**src/smr90_pkg.sv**
```systemverilog
`timescale 1ns / 1ps
// ----------------------------------------------------------------------------
// smr90_pkg
// Shared constants for the square matrix quarter-turn core.
// ----------------------------------------------------------------------------
package smr90_pkg;

    localparam int MATRIX_SIZE_W = 4;
    localparam logic [MATRIX_SIZE_W-1:0] MATRIX_SIZE_RESET = 4'd8;

    localparam int DEF_MAX_SIDE   = 8;
    localparam int DEF_DATA_WIDTH = 32;

endpackage

```
**src/smr90_mem.sv**
```systemverilog
`timescale 1ns / 1ps
// ----------------------------------------------------------------------------
// smr90_mem
// Element store: one write port, one read port, registered read data.
// ----------------------------------------------------------------------------
module smr90_mem #(
    parameter int DEPTH      = smr90_pkg::DEF_MAX_SIDE * smr90_pkg::DEF_MAX_SIDE,
    parameter int DATA_WIDTH = smr90_pkg::DEF_DATA_WIDTH,
    parameter int AW         = (DEPTH > 1) ? $clog2(DEPTH) : 1
) (
    input  logic                  i_clk,
    input  logic                  i_wr_en,
    input  logic [AW-1:0]         i_wr_addr,
    input  logic [DATA_WIDTH-1:0] i_wr_data,
    input  logic                  i_rd_en,
    input  logic [AW-1:0]         i_rd_addr,
    output logic [DATA_WIDTH-1:0] o_rd_data
);

    logic [DATA_WIDTH-1:0] r_mem [DEPTH];
    logic [DATA_WIDTH-1:0] r_rd_data;

    always_ff @(posedge i_clk) begin
        if (i_wr_en) begin
            r_mem[i_wr_addr] <= i_wr_data;
        end
        if (i_rd_en) begin
            r_rd_data <= r_mem[i_rd_addr];
        end
    end

    assign o_rd_data = r_rd_data;

endmodule

```
**src/square_matrix_rotate_90_core.sv**
```systemverilog
`timescale 1ns / 1ps
// ----------------------------------------------------------------------------
// square_matrix_rotate_90_core
// Loads an n-by-n matrix one element per start, row-major, then streams it
// out turned 90 degrees clockwise, row-major, last element flagged.
// ----------------------------------------------------------------------------
// Timing: elements are taken one per cycle while busy is low. The transfer
// that completes a matrix (element n*n-1) raises busy until the last element
// has been read from the store, which is read once per cycle through its
// single read port; each result leaves on o_valid in the cycle after its
// read. Loading and emitting do not overlap. The receiver cannot stall:
// every strobed result must be taken in its cycle. A matrix_size write
// drops a partial load; writes are taken only while busy is low.
module square_matrix_rotate_90_core #(
    parameter int MAX_SIDE   = smr90_pkg::DEF_MAX_SIDE,
    parameter int DATA_WIDTH = smr90_pkg::DEF_DATA_WIDTH
) (
    input  logic                                  i_clk,
    input  logic                                  i_rst_n,
    input  logic                                  i_start,
    output logic                                  o_busy,
    input  logic signed [DATA_WIDTH-1:0]          i_element_value,
    output logic                                  o_valid,
    output logic signed [DATA_WIDTH-1:0]          o_rotated_value,
    output logic                                  o_last_of_matrix,
    input  logic                                  i_cfg_valid,
    output logic                                  o_cfg_ready,
    input  logic [smr90_pkg::MATRIX_SIZE_W-1:0]   i_cfg_data
);

    localparam int DEPTH = MAX_SIDE * MAX_SIDE;
    localparam int AW    = (DEPTH > 1) ? $clog2(DEPTH) : 1;
    localparam int CW    = $clog2(DEPTH + 1);
    localparam int SW    = $clog2(MAX_SIDE + 1);
    localparam int MW    = smr90_pkg::MATRIX_SIZE_W;

    typedef enum logic {
        ST_LOAD,
        ST_EMIT
    } t_state;

    t_state          r_state;
    logic [MW-1:0]   r_matrix_size;
    logic [CW-1:0]   r_load_count;
    logic [SW-1:0]   r_row;
    logic [SW-1:0]   r_col;
    logic [AW-1:0]   r_src;
    logic            r_out_valid;
    logic            r_out_last;

    logic [SW-1:0]   side;
    logic [CW-1:0]   total;
    logic [CW-1:0]   top_base;
    logic [SW-1:0]   side_last;
    logic            load_xfer;
    logic            cfg_xfer;
    logic            emit_rd;
    logic            emit_last;
    logic [DATA_WIDTH-1:0] rd_data;

    // clamp side to 1..MAX_SIDE
    always_comb begin
        if (r_matrix_size == '0) begin
            side = SW'(1);
        end else if (r_matrix_size > MW'(MAX_SIDE)) begin
            side = SW'(MAX_SIDE);
        end else begin
            side = SW'(r_matrix_size);
        end
    end

    assign total     = CW'(side) * CW'(side);
    assign top_base  = total - CW'(side);
    assign side_last = side - SW'(1);

    assign load_xfer = i_start && (r_state == ST_LOAD);
    assign cfg_xfer  = i_cfg_valid && o_cfg_ready;
    assign emit_rd   = (r_state == ST_EMIT);
    assign emit_last = (r_row == side_last) && (r_col == side_last);

    always_ff @(posedge i_clk) begin
        if (!i_rst_n) begin
            r_state       <= ST_LOAD;
            r_matrix_size <= smr90_pkg::MATRIX_SIZE_RESET;
            r_load_count  <= '0;
            r_row         <= '0;
            r_col         <= '0;
            r_src         <= '0;
            r_out_valid   <= 1'b0;
            r_out_last    <= 1'b0;
        end else begin
            r_out_valid <= emit_rd;
            r_out_last  <= emit_rd && emit_last;
            unique case (r_state)
                ST_LOAD: begin
                    if (cfg_xfer) begin
                        r_matrix_size <= i_cfg_data;
                        r_load_count  <= '0;
                    end else if (load_xfer) begin
                        if (r_load_count + CW'(1) == total) begin
                            r_load_count <= '0;
                            r_row        <= '0;
                            r_col        <= '0;
                            r_src        <= AW'(top_base);
                            r_state      <= ST_EMIT;
                        end else begin
                            r_load_count <= r_load_count + CW'(1);
                        end
                    end
                end
                ST_EMIT: begin
                    if (emit_last) begin
                        r_state <= ST_LOAD;
                    end else if (r_col == side_last) begin
                        r_col <= '0;
                        r_row <= r_row + SW'(1);
                        r_src <= AW'(top_base + CW'(r_row) + CW'(1));
                    end else begin
                        r_col <= r_col + SW'(1);
                        r_src <= r_src - AW'(side);
                    end
                end
                default: begin
                    r_state <= ST_LOAD;
                end
            endcase
        end
    end

    smr90_mem #(
        .DEPTH      (DEPTH),
        .DATA_WIDTH (DATA_WIDTH),
        .AW         (AW)
    ) u_mem (
        .i_clk     (i_clk),
        .i_wr_en   (load_xfer && !cfg_xfer),
        .i_wr_addr (AW'(r_load_count)),
        .i_wr_data (i_element_value),
        .i_rd_en   (emit_rd),
        .i_rd_addr (r_src),
        .o_rd_data (rd_data)
    );

    assign o_busy           = (r_state == ST_EMIT);
    assign o_cfg_ready      = (r_state == ST_LOAD) && !i_start;
    assign o_valid          = r_out_valid;
    assign o_rotated_value  = rd_data;
    assign o_last_of_matrix = r_out_last;

endmodule

```
**config.mk**
```make
export PLATFORM = sky130hd
export DESIGN_NAME = square_matrix_rotate_90_core
export DESIGN_NICKNAME = d
export VERILOG_FILES = /design/src/smr90_pkg.sv /design/src/smr90_mem.sv /design/src/square_matrix_rotate_90_core.sv
export SDC_FILE = /design/constraint.sdc
export NUM_CORES = 2
export LEC_CHECK = 0
export BUFFER_PORTS_ARGS = -buffer_cell sky130_fd_sc_hd__buf_4
export CORE_MARGIN = 2
export CORE_UTILIZATION = 63
export DETAILED_ROUTE_END_ITERATION = 6
export PLACE_DENSITY = 0.79
export SLEW_MARGIN = 25
export SYNTH_ARGS = -nofsm -noshare
export SYNTH_HDL_FRONTEND = slang
export SYNTH_SLANG_ARGS = --single-unit
```
**constraint.sdc**
```tcl
create_clock -name i_clk -period 5 [get_ports i_clk]
set_clock_uncertainty 0.15 [all_clocks]
set_input_delay 0.25 -clock i_clk [delete_from_list [all_inputs] [get_ports i_clk]]
set_output_delay 0.25 -clock i_clk [all_outputs]
set_load 0.03 [all_outputs]
```
After elaboration in Yosys (flattened, before gate mapping)

Memory sizes are Yosys's and may differ from the RTL's. A register that Yosys moved wholly into a read port is not among the register bits.
Cells that the tools add are included.

Latch bits: 0
Word-level logic and storage cells: 69
Memories: 1
Memory bits (writable): 2048
Flip-flop bits (word level): 28
Output and inout port bits: 36
Bits in read-only memories: 0
Bits of input ports: 40

Memory list:

| memory      | words | bits a word | rd ports | clocked after Yosys merged registers in | wr ports | line            | text |
|---|---|---|---|---|---|---|---|
| u_mem.r_mem | 64    | 32          | 1        | 1                                       | 1        | smr90_mem.sv:20 | `logic [DATA_WIDTH-1:0] r_mem [DEPTH];` |

Reduce and logical (&&, ||, !) cells: 14
Multipliers: 1
Add/subtract/negate cells: 8
Bitwise operators: 1
$lt $le $gt $ge: 1
Divide/modulo/power cells: 0
Equality and inequality tests: 8
Mux-type cells: 27
Shift operators: 0

Operators with widths:

| kind                                                   | number |
|---|---|
| 2-to-1 mux 4 bit                                       | 9 |
| 2-to-1 mux 6 bit                                       | 5 |
| 2-to-1 mux 7 bit                                       | 3 |
| case mux 4 bit (2 select lines)                        | 2 |
| case mux 6 bit (2 select lines)                        | 1 |
| subtractor 6 x 4 -> 6 bit                              | 2 |
| adder 4 x 1 -> 4 bit (second input constant)           | 2 |
| equality test 4 bit                                    | 2 |
| inequality test 2 bit (second input constant)          | 4 |
| adder 7 x 1 -> 7 bit (second input constant)           | 1 |
| equality test 7 bit                                    | 1 |
| multiplier 4 x 4 -> 7 bit                              | 1 |
| adder 6 x 1 -> 6 bit (second input constant)           | 1 |
| adder 6 x 4 -> 6 bit                                   | 1 |
| logical AND 1 bit                                      | 6 |
| 2-to-1 mux 1 bit                                       | 6 |
| AND reduction 5 bit                                    | 1 |
| > comparator 4 bit (second input constant)             | 1 |
| logical NOT 4 bit                                      | 1 |
| AND reduction 2 bit                                    | 2 |
| AND reduction 4 bit                                    | 1 |
| subtractor 4 x 1 -> 4 bit (second input constant)      | 1 |
| logical NOT 1 bit                                      | 2 |
| inequality test 2 x 1 -> 1 bit (second input constant) | 1 |
| other kinds (3)                                        | 3 |

Depth between registers and ports, before layout

Depth after elaboration: 10
Gate-level depth with buffers: 14

Cells and area by module

A second synthesis with hierarchy kept.

Cells, all modules: 3592
Area total of the unflattened synthesis: 81099.0 sq um

Modules (own cells, without submodules):

| module                       | area each (sq um) | times used | cells an instance |
|---|---|---|---|
| smr90_mem                    | 78835.6           | 1          | 3324 |
| square_matrix_rotate_90_core | 2263.4            | 1          | 268 |

Worst setup path after synthesis

OpenSTA, ideal clock, no wires.

Path kind: flip-flop to flip-flop
From: reg r_state (netlist: o_busy)
To: mem u_mem.r_mem[58][0] (netlist bit) (enable)
Path buffers: 1
Cell stages (with the launch flop): 7
Data arrival time: 3.247 ns
Period minus slack after synthesis: 3.819 ns
Slack: 1.181 ns
Cells stage by stage: dfxtp_1 clkbuf_1 inv_1 nand2_1 nor2_1 nand3b_1 nor2_1

Cells in the longest elaborated chain, start to end: 7
Elaborated cells between the ends (all ways): 8
Classes of those cells: 2 x mux; 1 x bitwise; 5 x reduce/logical

RTL lines:

| what                                       | line                                | text |
|---|---|---|
| start: declaration                         | square_matrix_rotate_90_core.sv:42  | `t_state r_state;` |
| start signal: assignment                   | square_matrix_rotate_90_core.sv:83  | `r_state <= ST_LOAD;` |
| start signal: assignment                   | square_matrix_rotate_90_core.sv:105 | `r_state <= ST_EMIT;` |
| start signal: assignment                   | square_matrix_rotate_90_core.sv:113 | `r_state <= ST_LOAD;` |
| inverter 1 bit (no line) (*)               | --                                  |  |
| logical AND 1 bit                          | square_matrix_rotate_90_core.sv:145 | `assign o_cfg_ready = (r_state == ST_LOAD) && !i_start;` |
| logical AND 1 bit                          | square_matrix_rotate_90_core.sv:77  | `assign cfg_xfer = i_cfg_valid && o_cfg_ready;` |
| logical NOT 1 bit                          | square_matrix_rotate_90_core.sv:136 | `.i_wr_en (load_xfer && !cfg_xfer),` |
| logical AND 1 bit (*)                      | square_matrix_rotate_90_core.sv:136 |  |
| 2-to-1 mux 1 bit (*)                       | smr90_mem.sv:24                     | `if (i_wr_en) begin` |
| 2-to-1 mux 1 bit (not written as such) (*) | smr90_mem.sv:25                     | `r_mem[i_wr_addr] <= i_wr_data;` |
| end: declaration                           | smr90_mem.sv:20                     |  |

Mark *: on every way between the ends. The rest lies on a longest branch, timed or not.

Final worst setup path

From: reg r_matrix_size[3]
To: reg r_row[0]

Cells in the longest elaborated chain, start to end: 8
Elaborated cells between the ends (all ways): 14
Classes of those cells: 1 x add/sub; 1 x mul; 1 x order compare; 6 x eq/ne; 2 x mux; 3 x reduce/logical

RTL lines:

| what                                                              | line                                | text |
|---|---|---|
| start: declaration                                                | square_matrix_rotate_90_core.sv:43  | `logic [MW-1:0] r_matrix_size;` |
| start signal: assignment                                          | square_matrix_rotate_90_core.sv:84  | `r_matrix_size <= smr90_pkg::MATRIX_SIZE_RESET;` |
| start signal: assignment                                          | square_matrix_rotate_90_core.sv:97  | `r_matrix_size <= i_cfg_data;` |
| > comparator 4 bit                                                | square_matrix_rotate_90_core.sv:65  | `end else if (r_matrix_size > MW'(MAX_SIDE)) begin` |
| 2-to-1 mux 4 bit                                                  | square_matrix_rotate_90_core.sv:65  |  |
| 2-to-1 mux 4 bit (*)                                              | square_matrix_rotate_90_core.sv:63  | `if (r_matrix_size == '0) begin` |
| branches (longest 4 deep; another with multiplier 4 x 4 -> 7 bit) | --                                  |  |
| AND reduction 5 bit (no line) (*)                                 | --                                  |  |
| end signal: assignment                                            | square_matrix_rotate_90_core.sv:116 | `r_row <= r_row + SW'(1);` |
| end: declaration                                                  | square_matrix_rotate_90_core.sv:45  | `logic [SW-1:0] r_row;` |

Mark *: on every way between the ends.
A chain may end at the register's enable or synchronous reset.

==> metrics.txt <==
status=finished, final reports clean; number of gates resized after cts=0; Num CTS Buffers=slightly below 200; vias in the first global route=slightly above 40k; non-filler cells, final=between 5k and 6k; sequential power share=0.551; Worst Setup Path Type=register to register; Starting Density=0.635; Internal=28.2 mW; Slew @ Worst Pin=between 1000 and 1500 ps; grt total ovfl=0; WP data required=between 5000 and 6000 ps; H-tree depth=4; clock power share=0.430; # placed instances=roughly 5.0k; # IOs=76; post-synthesis cell count=3333; FF/Latch Area=approximately 63000 um2; CP startpoint kind=register; via density per instance=7.25; dpl hpwl=between 100 and 150 mm; total track usage=0.331; post-synth cell types=between 50 and 60; Synth Flop Type=edfxtp_1; clock-pin slew on the worst setup and hold paths=around 60 ps; Critical Path End Type=register; clk root buf=clkbuf_16; total number of vias=around 39k; Filler cells=roughly 6.7k; wirelength, routed=212 mm; largest net degree at the start of global routing=95; multi-input logic area=about 18000 um2; ys async rst share=0; Die H=between 300 and 400 um; Core Rows=131; worst-skew pair later-pin latency=850 ps; combinational share of power=0.019; post-synth top area cell=edfxtp_1; # port buffers=75; cell with the most instances after synthesis=edfxtp_1; Core ar.=approximately 130000 um2; final number of setup-violating endpoints=0; dominant cells by area after synthesis=edfxtp_1, mux4_2, dfxtp_1; wire length per cell=just under 40 um; initial antenna violation count=10; EDFF count, synth=2080; Yosys Warn Count=0; setup repair bufs after CTS=0; P_leak=27.6 nW; pwr dens=386 nW/um2; CTS hold repair buffers=47; first drt pass iteration count=7; Tcrit/Tclk final=0.958; max_slew headroom=0.301; sw power=roughly 7.2 mW; switch share=0.203; Final Hold Fails=0; Die Width=between 300 and 400 um; DRC=0; synth cell count leaders=edfxtp_1, mux4_2, nor2_1; share of cells above drive strength 1=0.324; sequential-to-total area share from yosys stat=0.777; first-pass GRT wire length=301 mm; unrepaired setup endpoints after global routing=no; area of the die=132000 um2; critical path fanouts, max=9; fmax=between 200 and 250 MHz; post-route ant nets=0; crit path time final=4790 ps; Setup TNS Final=0 ps; share of Yosys cell area claimed by the top area cell type=0.770; Max Slew Vio Count=0; Final #Nets=about 3.7k; weighted congestion at the end of routability-driven global placement=0.887; maximum clock insertion buffer count=3; Initial DRC Count=around 5.7k; area of the mapped netlist=slightly above 80000 um2; MaxCap Viol Count=0; maximum VDD drop=roughly 550 uV; CTS tree=done; CTS sink cnt=around 2.1k; min-delay worst type=input port to register; synthesized flop and latch total=roughly 2.1k; area grow syn2layout=13.1%; arrival time of the worst setup path=between 5000 and 6000 ps; Mapped Avg Cell Area=between 20 and 25 um2
==> cell usage in the layout (no fill, tap or decap), types with 14 or more instances in the layout <==
master and n:
clkinv_1 46, ha_1 19, clkbuf_16 198, dfxtp_1 21, a21oi_1 24, mux4_2 652
buf_4 181, nor2b_1 23, edfxtp_1 2080, a211oi_1 27, clkinv_2 38, nor2_1 32
dlygate4sd3_1 47, inv_1 14, clkbuf_1 32, bufinv_16 24, nand3_1 14, mux2i_1 19
buf_12 22, nor2_4 64, nand2_1 37
==> logic make-up (layout without fill, tap and decap cells) <==
family	count (synthesis)	count (layout)	share of synthesized area
compound gates	109	109	0.00923
xor+xnor	19	19	0.00299
fa+ha+maj	23	23	0.00392
buf+inv	189	634	0.0108
flops	2108	2108	0.777
mux	673	673	0.184
other cells	1	8	0.0000462
simple gates	211	211	0.0121
==> final cells by class <==
| class | count | share of cell area |
|---|---|---|
| diodes | 6 | 0.000164 |
| clock inverters | 139 | 0.0158 |
| repair buffers | 251 | 0.0251 |
| inverters | 14 | 0.000573 |
| multi-input cells | 1037 | 0.193 |
| flip-flops and latches | 2108 | 0.688 |
| clock buffers | 230 | 0.0553 |
| well taps | 1662 | 0.0227 |
==> final timing paths <==
kind	depth (start not counted)	startpoint	slack (ps)	to
hold reg to reg	1	r_load_count[6]	360	r_load_count[6]
setup / recovery	13	r_matrix_size[3]	210	r_row[0]
setup reg to reg	13	r_matrix_size[3]	210	r_row[0]
hold / removal	4	i_rst_n	200	r_src[2]
==> state kept, by name, indices dropped and copies added, names as in the netlist <==
| register | count |
|---|---|
| u_mem.r_mem | 2048 |
| u_mem.o_rd_data | 32 |
| r_load_count | 7 |
| r_src | 6 |
| r_col | 4 |
| r_matrix_size | 4 |
| r_row | 4 |
| o_busy | 1 |
| o_last_of_matrix | 1 |
| o_valid | 1 |
==> power groups by stage <==
stage          sequential, mW  combinational [mW]  clock, mW
2_1_floorplan            19.9               0.218          0
3_3_place_gp             19.9               0.595          0
3_5_place_dp             19.9               0.635          0
4_1_cts                  19.5               0.683       15.4
5_1_grt                  19.5               0.724       16.0
6_report                 19.5               0.686       15.2
==> routing by layer <==
metal | vias to the layer above | track usage | part of all wire | wire length [um]
li1 | 15000 | - | - | -
met1 | 21000 | 0.440 | 0.34 | 73000
met2 | 3029 | 0.542 | 0.51 | 107000
met3 | 500 | 0.0660 | 0.10 | 21400
met4 | 6 | 0.144 | 0.047 | 10000
met5 | - | 0 | 0.00019 | 40
==> through the flow <==
stage                      util  worst slack [ps]  instance area, um2  power (mW)  hold slack, ps
after detailed placement  0.663               550               84600        20.5             332
after floorplan               -              1180               81100        20.1             199
after CTS                 0.718               152               91600        35.6             155
after global routing      0.718              40.2               91700        36.2             193
final                     0.718               211               91700        35.4             203
after global placement    0.663               721               84600        20.5             353
==> worst max-delay path: stages, from the launching register on <==
cell and delay (ps):
dfxtp_1 500, inv_1 160, nand2_1 270, inv_1 210
ha_1 280, fa_1 480, xnor2_2 280, xnor3_1 390
a2111oi_2 400, o211ai_1 320, buf_4 280, o211a_1 210
o21a_1 170, dlygate4sd3_1 550
No activity file was read; power rests on OpenSTA's default activity.
